===== config.mk =====
export PLATFORM = sky130hd
export DESIGN_NAME = sorted_key_table
export DESIGN_NICKNAME = d
export VERILOG_FILES = /design/src/rtl/skt_pkg.sv /design/src/rtl/sorted_key_table.sv
export VERILOG_INCLUDE_DIRS = /design/src /design/src/rtl
export SDC_FILE = /design/constraint.sdc
export NUM_CORES = 2
export LEC_CHECK = 0
export ABC_AREA = 1
export ABC_CLOCK_PERIOD_IN_PS = 7400
export BUFFER_PORTS_ARGS = -buffer_cell sky130_fd_sc_hd__buf_2
export CAP_MARGIN = 25
export CORE_AREA = 2 2 667 736
export CTS_CLUSTER_DIAMETER = 80
export DETAILED_ROUTE_END_ITERATION = 10
export DIE_AREA = 0 0 669 738
export PLACE_DENSITY = 0.48
export SYNTH_ARGS = -nofsm -noshare
export SYNTH_HDL_FRONTEND = slang
export SYNTH_SLANG_ARGS = --single-unit

===== constraint.sdc =====
create_clock -name i_clk -period 7.4 [get_ports i_clk]
set_input_delay 0.74 -clock i_clk [delete_from_list [all_inputs] [get_ports i_clk]]
set_output_delay 0.74 -clock i_clk [all_outputs]
set_load 0.05 [all_outputs]

===== src/rtl/sorted_key_table_assert.svh =====
// assertion macros shared by the sorted key table rtl
`ifndef SORTED_KEY_TABLE_ASSERT_SVH
`define SORTED_KEY_TABLE_ASSERT_SVH

`ifndef ASSERT_OFF
// property that must hold at every clock edge out of reset
`define SKT_ASSERT(lbl, clk, rst_n, prop, msg) \
    lbl: assert property (@(posedge clk) disable iff (!rst_n) (prop)) else $error(msg);
// antecedent in one cycle implies consequent in the next
`define SKT_ASSERT_NEXT(lbl, clk, rst_n, ante, cons, msg) \
    lbl: assert property (@(posedge clk) disable iff (!rst_n) (ante) |=> (cons)) \
        else $error(msg);
`else
`define SKT_ASSERT(lbl, clk, rst_n, prop, msg)
`define SKT_ASSERT_NEXT(lbl, clk, rst_n, ante, cons, msg)
`endif

`endif


===== src/rtl/skt_pkg.sv =====
package skt_pkg;

    localparam int CAPACITY_DEF  = 64;
    localparam int KEY_BITS_DEF  = 16;
    localparam int DATA_BITS_DEF = 32;

    localparam int CMD_W    = 2;
    localparam int STATUS_W = 2;

    // command codes
    localparam logic [CMD_W-1:0] CMD_INSERT   = 2'd0;
    localparam logic [CMD_W-1:0] CMD_RETRIEVE = 2'd1;
    localparam logic [CMD_W-1:0] CMD_REPLACE  = 2'd2;

    // status codes
    localparam logic [STATUS_W-1:0] ST_OK    = 2'd0;
    localparam logic [STATUS_W-1:0] ST_MISS  = 2'd1;
    localparam logic [STATUS_W-1:0] ST_FULL  = 2'd2;
    localparam logic [STATUS_W-1:0] ST_EMPTY = 2'd3;

    typedef enum logic [2:0] {
        ST_IDLE,
        ST_CUR_RD,
        ST_CUR_CMP,
        ST_SRCH_RD,
        ST_SRCH_CMP,
        ST_SHIFT,
        ST_PLACE,
        ST_DONE
    } t_state;

endpackage


===== src/rtl/sorted_key_table.sv =====
// sorted key table: holds up to CAPACITY key/data entries in ascending key order in one
// single-port-write, registered-read memory, plus an entry count and a cursor. each input
// transaction carries a command (insert, retrieve, replace at cursor) and gives exactly one
// result transaction with status, found flag, retrieved data, cursor and count. commands run
// one at a time; a binary search step is a memory read state followed by a compare state, an
// insert of a new key moves each larger entry up one place and then writes the new entry,
// and a replace that hits the cursor entry reads it and overwrites it without a search. all
// of these steps share the memory's single read port. a new command is taken while the
// previous result still waits in the output register. no clearing pass: only entries below
// the count are ever read.
`include "sorted_key_table_assert.svh"

module sorted_key_table #(
    parameter int CAPACITY  = skt_pkg::CAPACITY_DEF,
    parameter int KEY_BITS  = skt_pkg::KEY_BITS_DEF,
    parameter int DATA_BITS = skt_pkg::DATA_BITS_DEF,
    localparam int IDX_W    = $clog2(CAPACITY),
    localparam int POS_W    = IDX_W + 1,
    localparam int CNT_W    = $clog2(CAPACITY + 1),
    localparam int IN_W     = ((KEY_BITS + DATA_BITS + 7) / 8) * 8,
    localparam int OUT_W    = ((DATA_BITS + POS_W + CNT_W + 7) / 8) * 8,
    localparam int OUSER_W  = skt_pkg::STATUS_W + 1
) (
    input  logic                       i_clk,
    input  logic                       i_rst_n,
    input  logic                       s_axis_tvalid,
    output logic                       s_axis_tready,
    input  logic [IN_W-1:0]            s_axis_tdata,  // entry_key, entry_data, zero pad
    input  logic [skt_pkg::CMD_W-1:0]  s_axis_tuser,  // cmd
    output logic                       m_axis_tvalid,
    input  logic                       m_axis_tready,
    output logic [OUT_W-1:0]           m_axis_tdata,  // data_out, position, count, zero pad
    output logic [OUSER_W-1:0]         m_axis_tuser   // status, found
);

    // search bounds need room for -1 and for the count itself
    localparam int SRCH_W = IDX_W + 2;
    localparam int ENT_W  = KEY_BITS + DATA_BITS;
    localparam logic signed [SRCH_W-1:0] S_ONE = SRCH_W'(1);

    // entry memory, key in the upper bits
    logic [ENT_W-1:0] r_entry_mem [CAPACITY];
    logic [ENT_W-1:0] r_rdata;
    logic             mem_we;
    logic [IDX_W-1:0] mem_wa;
    logic [ENT_W-1:0] mem_wd;
    logic [IDX_W-1:0] mem_ra;

    // control state
    skt_pkg::t_state          r_state, n_state;
    logic [CNT_W-1:0]         r_count, n_count;
    logic signed [POS_W-1:0]  r_cursor, n_cursor;
    logic                     r_wr_pend, n_wr_pend;
    logic                     r_out_valid, n_out_valid;

    // working registers
    logic [skt_pkg::CMD_W-1:0]    r_cmd, n_cmd;
    logic [KEY_BITS-1:0]          r_key, n_key;
    logic [DATA_BITS-1:0]         r_data, n_data;
    logic signed [SRCH_W-1:0]     r_lo, n_lo;
    logic signed [SRCH_W-1:0]     r_hi, n_hi;
    logic [IDX_W-1:0]             r_mid, n_mid;
    logic signed [SRCH_W-1:0]     r_at, n_at;
    logic signed [SRCH_W-1:0]     r_j, n_j;
    logic [IDX_W-1:0]             r_wr_addr, n_wr_addr;
    logic [skt_pkg::STATUS_W-1:0] r_status, n_status;
    logic                         r_found, n_found;
    logic [DATA_BITS-1:0]         r_dout, n_dout;

    // output register
    logic [skt_pkg::STATUS_W-1:0] r_out_status, n_out_status;
    logic                         r_out_found, n_out_found;
    logic [DATA_BITS-1:0]         r_out_dout, n_out_dout;
    logic signed [POS_W-1:0]      r_out_pos, n_out_pos;
    logic [CNT_W-1:0]             r_out_cnt, n_out_cnt;

    logic                   full;
    logic                   cursor_ok;
    logic signed [SRCH_W:0] mid_sum;
    logic [IDX_W-1:0]       mid;
    logic [KEY_BITS-1:0]    rd_key;
    logic [KEY_BITS-1:0]    in_key;
    logic [DATA_BITS-1:0]   in_data;
    logic signed [SRCH_W-1:0] place_at;

    assign in_key    = s_axis_tdata[KEY_BITS-1:0];
    assign in_data   = s_axis_tdata[ENT_W-1:KEY_BITS];
    assign full      = (r_count >= CNT_W'(CAPACITY));
    assign cursor_ok = !r_cursor[POS_W-1] && (CNT_W'(r_cursor[IDX_W-1:0]) < r_count);
    // midpoint; both bounds are non-negative whenever it is used
    assign mid_sum   = (SRCH_W+1)'(r_lo) + (SRCH_W+1)'(r_hi);
    assign mid       = mid_sum[IDX_W:1];
    assign rd_key    = r_rdata[ENT_W-1:DATA_BITS];
    assign place_at  = r_at + S_ONE;

    assign s_axis_tready = (r_state == skt_pkg::ST_IDLE);
    assign m_axis_tvalid = r_out_valid;
    assign m_axis_tdata  = OUT_W'({r_out_cnt, r_out_pos, r_out_dout});
    assign m_axis_tuser  = {r_out_found, r_out_status};

    always_ff @(posedge i_clk) begin
        if (mem_we) begin
            r_entry_mem[mem_wa] <= mem_wd;
        end
        r_rdata <= r_entry_mem[mem_ra];
    end

    always_comb begin
        n_state      = r_state;
        n_count      = r_count;
        n_cursor     = r_cursor;
        n_wr_pend    = 1'b0;
        n_out_valid  = r_out_valid;
        n_cmd        = r_cmd;
        n_key        = r_key;
        n_data       = r_data;
        n_lo         = r_lo;
        n_hi         = r_hi;
        n_mid        = r_mid;
        n_at         = r_at;
        n_j          = r_j;
        n_wr_addr    = r_wr_addr;
        n_status     = r_status;
        n_found      = r_found;
        n_dout       = r_dout;
        n_out_status = r_out_status;
        n_out_found  = r_out_found;
        n_out_dout   = r_out_dout;
        n_out_pos    = r_out_pos;
        n_out_cnt    = r_out_cnt;

        // shift write-back of the entry read in the previous cycle
        mem_we = r_wr_pend;
        mem_wa = r_wr_addr;
        mem_wd = r_rdata;
        mem_ra = '0;

        if (r_out_valid && m_axis_tready) begin
            n_out_valid = 1'b0;
        end

        unique case (r_state)
            skt_pkg::ST_IDLE: begin
                if (s_axis_tvalid) begin
                    n_cmd    = s_axis_tuser;
                    n_key    = in_key;
                    n_data   = in_data;
                    n_status = skt_pkg::ST_OK;
                    n_found  = 1'b0;
                    n_dout   = '0;
                    n_lo     = '0;
                    n_hi     = SRCH_W'(r_count) - S_ONE;
                    unique case (s_axis_tuser)
                        skt_pkg::CMD_INSERT: begin
                            if (full) begin
                                n_status = skt_pkg::ST_FULL;
                                n_state  = skt_pkg::ST_DONE;
                            end else begin
                                n_state = skt_pkg::ST_SRCH_RD;
                            end
                        end
                        skt_pkg::CMD_RETRIEVE: begin
                            n_state = skt_pkg::ST_SRCH_RD;
                        end
                        skt_pkg::CMD_REPLACE: begin
                            priority if (r_count == '0) begin
                                n_status = skt_pkg::ST_EMPTY;
                                n_state  = skt_pkg::ST_DONE;
                            end else if (cursor_ok) begin
                                n_state = skt_pkg::ST_CUR_RD;
                            end else if (full) begin
                                n_status = skt_pkg::ST_FULL;
                                n_state  = skt_pkg::ST_DONE;
                            end else begin
                                n_state = skt_pkg::ST_SRCH_RD;
                            end
                        end
                        default: begin
                            // unused code: report the state unchanged
                            n_state = skt_pkg::ST_DONE;
                        end
                    endcase
                end
            end
            skt_pkg::ST_CUR_RD: begin
                mem_ra  = r_cursor[IDX_W-1:0];
                n_state = skt_pkg::ST_CUR_CMP;
            end
            skt_pkg::ST_CUR_CMP: begin
                priority if (rd_key == r_key) begin
                    mem_we  = 1'b1;
                    mem_wa  = r_cursor[IDX_W-1:0];
                    mem_wd  = {r_key, r_data};
                    n_found = 1'b1;
                    n_state = skt_pkg::ST_DONE;
                end else if (full) begin
                    n_status = skt_pkg::ST_FULL;
                    n_state  = skt_pkg::ST_DONE;
                end else begin
                    n_state = skt_pkg::ST_SRCH_RD;
                end
            end
            skt_pkg::ST_SRCH_RD: begin
                if (r_lo <= r_hi) begin
                    mem_ra  = mid;
                    n_mid   = mid;
                    n_state = skt_pkg::ST_SRCH_CMP;
                end else begin
                    // miss: predecessor index is the upper bound
                    n_at = r_hi;
                    n_j  = SRCH_W'(r_count) - S_ONE;
                    if (r_cmd == skt_pkg::CMD_RETRIEVE) begin
                        n_status = skt_pkg::ST_MISS;
                        n_state  = skt_pkg::ST_DONE;
                    end else begin
                        n_state = skt_pkg::ST_SHIFT;
                    end
                end
            end
            skt_pkg::ST_SRCH_CMP: begin
                priority if (r_key < rd_key) begin
                    n_hi    = SRCH_W'(r_mid) - S_ONE;
                    n_state = skt_pkg::ST_SRCH_RD;
                end else if (r_key > rd_key) begin
                    n_lo    = SRCH_W'(r_mid) + S_ONE;
                    n_state = skt_pkg::ST_SRCH_RD;
                end else begin
                    n_cursor = POS_W'(r_mid);
                    n_found  = 1'b1;
                    if (r_cmd == skt_pkg::CMD_RETRIEVE) begin
                        n_dout = r_rdata[DATA_BITS-1:0];
                    end else begin
                        mem_we = 1'b1;
                        mem_wa = r_mid;
                        mem_wd = {r_key, r_data};
                    end
                    n_state = skt_pkg::ST_DONE;
                end
            end
            skt_pkg::ST_SHIFT: begin
                // read entry j now, write it to j+1 in the next cycle
                if (r_j > r_at) begin
                    mem_ra    = r_j[IDX_W-1:0];
                    n_wr_pend = 1'b1;
                    n_wr_addr = r_j[IDX_W-1:0] + IDX_W'(1);
                    n_j       = r_j - S_ONE;
                end else begin
                    n_state = skt_pkg::ST_PLACE;
                end
            end
            skt_pkg::ST_PLACE: begin
                mem_we   = 1'b1;
                mem_wa   = place_at[IDX_W-1:0];
                mem_wd   = {r_key, r_data};
                n_cursor = place_at[POS_W-1:0];
                n_count  = r_count + CNT_W'(1);
                n_state  = skt_pkg::ST_DONE;
            end
            skt_pkg::ST_DONE: begin
                if (!r_out_valid || m_axis_tready) begin
                    n_out_valid  = 1'b1;
                    n_out_status = r_status;
                    n_out_found  = r_found;
                    n_out_dout   = r_dout;
                    n_out_pos    = r_cursor;
                    n_out_cnt    = r_count;
                    n_state      = skt_pkg::ST_IDLE;
                end
            end
            default: begin
                n_state = skt_pkg::ST_IDLE;
            end
        endcase
    end

    always_ff @(posedge i_clk) begin
        if (!i_rst_n) begin
            r_state     <= skt_pkg::ST_IDLE;
            r_count     <= '0;
            r_cursor    <= '1;
            r_wr_pend   <= 1'b0;
            r_out_valid <= 1'b0;
        end else begin
            r_state     <= n_state;
            r_count     <= n_count;
            r_cursor    <= n_cursor;
            r_wr_pend   <= n_wr_pend;
            r_out_valid <= n_out_valid;
        end
    end

    always_ff @(posedge i_clk) begin
        r_cmd        <= n_cmd;
        r_key        <= n_key;
        r_data       <= n_data;
        r_lo         <= n_lo;
        r_hi         <= n_hi;
        r_mid        <= n_mid;
        r_at         <= n_at;
        r_j          <= n_j;
        r_wr_addr    <= n_wr_addr;
        r_status     <= n_status;
        r_found      <= n_found;
        r_dout       <= n_dout;
        r_out_status <= n_out_status;
        r_out_found  <= n_out_found;
        r_out_dout   <= n_out_dout;
        r_out_pos    <= n_out_pos;
        r_out_cnt    <= n_out_cnt;
    end

    // count never passes capacity
    `SKT_ASSERT(a_count_max, i_clk, i_rst_n, r_count <= CNT_W'(CAPACITY), "count above capacity")
    // cursor is either none or inside the stored entries
    `SKT_ASSERT(a_cursor_range, i_clk, i_rst_n, (r_cursor[POS_W-1] && (&r_cursor)) || (!r_cursor[POS_W-1] && (CNT_W'(r_cursor[IDX_W-1:0]) < r_count)), "cursor outside stored entries")
    // no shift write-back may be left over when a new command can enter
    `SKT_ASSERT(a_idle_no_pend, i_clk, i_rst_n, !(r_state == skt_pkg::ST_IDLE) || !r_wr_pend, "shift write pending in idle")
    // an accepted transaction always leaves idle
    `SKT_ASSERT_NEXT(a_accept_busy, i_clk, i_rst_n, s_axis_tvalid && s_axis_tready, r_state != skt_pkg::ST_IDLE, "accepted transaction not started")

endmodule


Word level (Yosys, flattened, before mapping)
Memories as Yosys holds them, arrays and structs flattened. A register that Yosys moved wholly into a read port is not among the register bits.
Cells that the tools add are included.
{ "totals": {"memories": 1, "output_inout_bits": 53, "reg_bits": 197, "word_cells": 160, "inputBits": 54, "ramBits": 3072} }
{ "classes": {"eq_ne": 25, "order_cmp": 6, "mux": 70, "n_reduce_logical": 27, "bitwise_logic": 1, "addsub": 8} }
{ "mem_list": {"columns": ["name", "depth", "width", "read_ports", "rd_ports_with_merged_regs", "wr", "line", "rtl"], "rows": [
  ["r_entry_mem", 64, 48, 1, 1, 1, "sorted_key_table.sv:42", "logic [ENT_W-1:0] r_entry_mem [CAPACITY];"]
]} }
{ "op_table": {"columns": ["operator", "n"], "rows": [
  ["48-bit two-way mux", 4],
  ["48-bit case mux with 3 select lines", 1],
  ["32-bit two-way mux", 4],
  ["32-bit case mux with 2 select lines", 1],
  ["8-bit two-way mux", 7],
  ["8-bit case mux with 2 select lines", 3],
  ["6-bit two-way mux", 6],
  ["6-bit case mux with 3 select lines", 2],
  ["2-bit != test (second input constant)", 14],
  ["3-bit two-way mux", 9],
  ["3-bit case mux with 8 select lines", 1],
  ["2-bit two-way mux", 10],
  ["16-bit == test", 1],
  ["16-bit > comparator", 1],
  ["16-bit less-than comparator", 1],
  ["1-bit two-way mux", 14],
  ["7-bit two-way mux", 2],
  ["7-bit case mux with 2 select lines", 1],
  ["3-bit == test (second input constant)", 4],
  ["2-bit AND reduction", 6],
  ["3-bit AND reduction", 4],
  ["5-bit AND reduction", 2],
  ["3-bit case mux with 3 select lines", 1],
  ["8-bit > comparator", 1],
  ["other kinds (29)", 37]
]} }

Longest topological paths before layout
{ "depth": {"ltp_word": 7, "mapped_depth": 23, "ltp_nobuf": 21} }

Least setup slack after synthesis
No wires, ideal clock.
{ "synth_path": {"kind": "input to register", "startpoint": "input port m_axis_tready", "endpoint": "register r_out_cnt[0] (enable)", "required_ps": 6823, "cell_stages": 2, "n_path_buf": 0, "setup_slack_ps": 1380, "arrival_time_ps": 5442, "setup_ps": 577, "path_cell_list": "nor2_1 nor4_1"} }
{ "synth_between": {"elab_chain_len": 2} }
{ "synth_lines": {"columns": ["item", "line", "rtl"], "rows": [
  ["start, declared", "sorted_key_table.sv:31", "input logic m_axis_tready,"],
  ["1-bit logical OR", "sorted_key_table.sv:260", "if (!r_out_valid || m_axis_tready) begin"],
  ["2-bit AND reduction (no line)", null, null],
  ["end signal, assigned", "sorted_key_table.sv:309", "r_out_cnt <= n_out_cnt;"],
  ["end, declared", "sorted_key_table.sv:75", "logic [CNT_W-1:0] r_out_cnt, n_out_cnt;"]
]} }
No other way between the ends.
A chain may end at the register's enable or synchronous reset.

Worst setup path in the final report
{ "layout_path": {"startpoint": "register r_key[15]", "endpoint": "memory r_entry_mem[15][1] (netlist bit) (enable)"} }
{ "layout_between": {"elab_chain_len": 6, "word_cells_on_any_way": 13, "classes_between": "order compare: 2; eq/ne: 1; mux: 10"} }
{ "layout_lines": {"columns": ["item", "line", "rtl"], "rows": [
  ["start, declared", "sorted_key_table.sv:58", "logic [KEY_BITS-1:0] r_key, n_key;"],
  ["start signal, assigned", "sorted_key_table.sv:294", "r_key <= n_key;"],
  ["16-bit > comparator", "sorted_key_table.sv:224", "end else if (r_key > rd_key) begin"],
  ["1-bit two-way mux", "sorted_key_table.sv:224", null],
  ["1-bit two-way mux", "sorted_key_table.sv:221", "priority if (r_key < rd_key) begin"],
  ["1-bit case mux with 3 select lines", "sorted_key_table.sv:142", "unique case (r_state)"],
  ["1-bit two-way mux", "sorted_key_table.sv:102", "if (mem_we) begin"],
  ["1-bit two-way mux (not written as such)", "sorted_key_table.sv:103", "r_entry_mem[mem_wa] <= mem_wd;"],
  ["end, declared", "sorted_key_table.sv:42", null]
]} }
Several ways; a longest one is shown, not always the timed one.

==> impl_metrics.tcl <==
set metrics [dict create \
    status "completed" \
    r2r_setup_slack_ps 1660 \
    slew_headroom 0.2677 \
    cts_buffer_depth 4 \
    crit_chain "ha_1, nand4_1, nor3_1, nand3_1, inv_2, nand3_2, nor2_1, nor2_1, a21oi_2, inv_1, nor2_1, nand2_1, nor2_4, buf_12" \
    fin_crit_sh 0.7758 \
    grt_usage 0.2036 \
    numClockSinks 3316 \
    syn_area_per_cell_um2 10.76 \
    drive_gt1_frac 0.07533 \
    routed_wl_um 517700 \
    dieHeight_um 738 \
    cts_max_level 5 \
    p_int_mw 37.94 \
    min_path_type "in -> reg" \
    final_nets 13530 \
    port_buffers 104 \
    cp-end-kind "flip-flop" \
    gr-total-overflow 0 \
    ys_seq_area_frac 0.6805 \
    syn_to_final_growth_pct 14.46 \
    path_clk_slew_ps 70 \
    max_freq_mhz 174.2 \
    detail-route-antenna-nets 0 \
    cp.arrival_ps 6370 \
    hold_start "m_axis_tready" \
    switching_power_mw 20.46 \
    worstPathRequired_ps 8030 \
    dieArea_um2 493700 \
    antenna_found_initial 24 \
    min_to "r_state[1]" \
    start_kind "flip-flop" \
    reg2reg_depth 14 \
    cp_slowest_cell "nor2_4" \
    yosysWarnings 0 \
    critPathMaxStageDelay_ps 960 \
    cts_inserted_buffers 351 \
    viasPerCell 5.112 \
    gp_congestion 0.8364 \
    placementRows 269 \
    skew_ps 71.65 \
    power_density_nw_per_um2 351.1 \
    drtIter0Drc 11630 \
    hpwl_um 276300 \
    wire_per_inst_um 25.62 \
    ctsResizeCount 0 \
    grt_pass1_vias 97730 \
    drc 0 \
    layout.cells.non_filler 20210 \
    seq_power_share 0.426 \
    die_w_um 669 \
    setup_tns_ps 0 \
    critPathMaxFanout 22 \
    ys_types 50 \
    dp.cells 19520 \
    dr_total_vias 103300 \
    r2r-start "r_key[15]" \
    p_sw_frac 0.3504 \
    whs_path_depth 4 \
    synth_area_um2 145300 \
    cts_root_buf "clkbuf_16" \
    grt_pass1_wl_um 736700 \
    coreArea_um2 486300 \
    clockPowerShare 0.305 \
    syn_inst 13510 \
    p_leak_nw 63.98 \
    io_pins 107 \
    synth-seq-cells 3316 \
    rsz0062_at_grt "no" \
    cts_tree "built" \
    report.final.slew_viol_count 0 \
    start_util 0.2988 \
    pwr-share-comb 0.270 \
    finalHoldViolations 0 \
    drv_cap 0 \
    worst_slew_pin_slew_ps 1098 \
    setup_viol 0 \
    min_period_ps 5741 \
    crit_top_cell "nor2_1" \
    worstSetupPathType "reg -> reg" \
    cts_setup_buffers 0 \
    fillers 48550 \
    reg2reg_to "r_entry_mem[15][1]" \
    grt_max_degree 165 \
    ir_drop_mv 0.3599 \
    clock_latency_ps 980 \
    drt-pass1-iter-count 6 \
]
[logic make-up (layout without fill, tap and decap cells)]
family / after synthesis / count (layout) / synth area share
flops: 3316 / 3316 / 0.6805
fa+ha+maj: 51 / 51 / 0.004442
buf+inv: 3182 / 3371 / 0.08586
simple gates: 6589 / 6589 / 0.2128
mux: 1 / 1 / 0.00006887
xor+xnor: 15 / 15 / 0.0009039
other cells: 1 / 6 / 0.00002580
compound gates: 355 / 355 / 0.01542
[worst max-delay path, delay by kind of cell, from the launching register on]
kind,cells,cell delay [ps]
AOI/OAI and AO/OA,1,460
adders and majority gates,1,350
buffers and inverters,3,630
DFF,1,420
and+or+nand+nor,9,3430
[stage by stage]
| step | cell area (um^2) | power (mW) | setup slack [ps] | util | hold WS, ps |
|---|---|---|---|---|---|
| floorplan | 145300 | 33.96 | 1380 | - | 400.3 |
| global placement | 154400 | 40.89 | 1394 | 0.3175 | 403.9 |
| detailed placement | 154500 | 40.87 | 1753 | 0.3176 | 404.5 |
| CTS | 166300 | 58.64 | 1690 | 0.3419 | 52.02 |
| global route | 166300 | 60.60 | 1464 | 0.3420 | 116.4 |
| finish | 166400 | 58.40 | 1659 | 0.3420 | 137.9 |
[final cells by class]
type,instances,area (um^2),share of cell area
multi-input cells,7013,34570,0.2078
clock inverters,195,2024,0.01217
well taps,6504,8138,0.04892
repair buffers,514,5037,0.03028
flip-flops and latches,3316,98900,0.5946
diodes,4,10.01,0.00006017
inverters,2225,8374,0.05034
clock buffers,437,9294,0.05587
[synth_stat cells (all sizes together)]
master	number	area (um^2)
clkinv	2	7.510
mux2i	1	10.01
o21bai	3	22.52
inv	2223	8344
a21o	1	7.510
nand3b	2	15.01
nor3	21	115.1
o22ai	1	6.260
xor2	10	87.58
a31oi	5	31.28
a21boi	1	7.510
o21ai	134	670.6
o221ai	2	17.52
xnor2	5	43.79
a21oi	40	207.7
a311oi	2	17.52
a22oi	2	15.01
nor4	5	31.28
edfxtp	3249	97560
o21a	1	7.510
dfxtp	67	1341
nand2	2383	8947
fa	1	20.02
clkbuf	419	1573
or2	1	6.260
a2111oi	2	17.52
ha	50	625.6
nor2b	1	6.260
nor3b	1	7.510
nand3	2488	12460
o2111ai	1	8.760
o311ai	2	17.52
o211ai	157	1179
nor2	493	1856
conb	1	3.750
o31ai	1	7.510
nand4	1193	7470
and3	1	6.260
buf	538	2554
[flip-flops by register name, summed over array words and instances (netlist names), 8 cells and up]
register,count
r_key,16
r_entry_mem,3072
r_j,8
r_data,32
r_out_dout,32
r_dout,32
r_at,8
r_hi,8
r_rdata,48
[cells in the final DEF (no fill, tap or decap), drive strengths merged, types with 3 or more instances in the layout]
cell type and count:
nor2 493, clkinvlp 10, ha 50, nand2 2383
nand3 2488, a21oi 40, o211ai 157, inv 2232
dfxtp 67, dlygate4sd3 50, o21ai 134, a31oi 5
clkinv 144, buf 463, bufinv 34, o21bai 3
nor3 21, nor4 5, diode 4, nand4 1193
clkbuf 437, edfxtp 3249, xor2 10, xnor2 5
[power groups by stage]
| stage | clock network [mW] | logic, mW | registers [mW] |
|---|---|---|---|
| 6_report | 17.8 | 15.7 | 24.9 |
| 5_1_grt | 18.8 | 16.9 | 24.9 |
| 4_1_cts | 18.1 | 15.7 | 24.8 |
| 3_5_place_dp | 0 | 15.6 | 25.2 |
| 3_3_place_gp | 0 | 15.7 | 25.2 |
| 2_1_floorplan | 0 | 8.60 | 25.4 |
[timing repair]
action                                  in CTS  in global routing
endpoints found under the hold margin       50                  0
hold buffers                                50                  0
endpoints found under the setup margin       0                  0
[worst max-delay path by stage]
| stage | from | end | slack [ps] | depth (start not counted) |
|---|---|---|---|---|
| 2_1_floorplan | m_axis_tready | r_out_cnt[0] | 1380 | 2 |
| 3_3_place_gp | r_key[15] | r_entry_mem[4][31] | 1390 | 14 |
| 3_5_place_dp | r_key[15] | r_entry_mem[15][28] | 1750 | 14 |
| 4_1_cts | r_key[15] | r_entry_mem[15][20] | 1690 | 14 |
| 5_1_grt | r_key[15] | r_entry_mem[15][10] | 1460 | 14 |
| 6_report | r_key[15] | r_entry_mem[15][1] | 1660 | 14 |
[metal layers]
metal	vias up	part of all wire	global-route usage
met5	-	0.000052	0
met4	4	0.033	0.06271
met3	783	0.073	0.03059
met2	4188	0.47	0.3341
met1	51940	0.42	0.2773
li1	46400	-	-
Power figures use the tool's default switching activity.
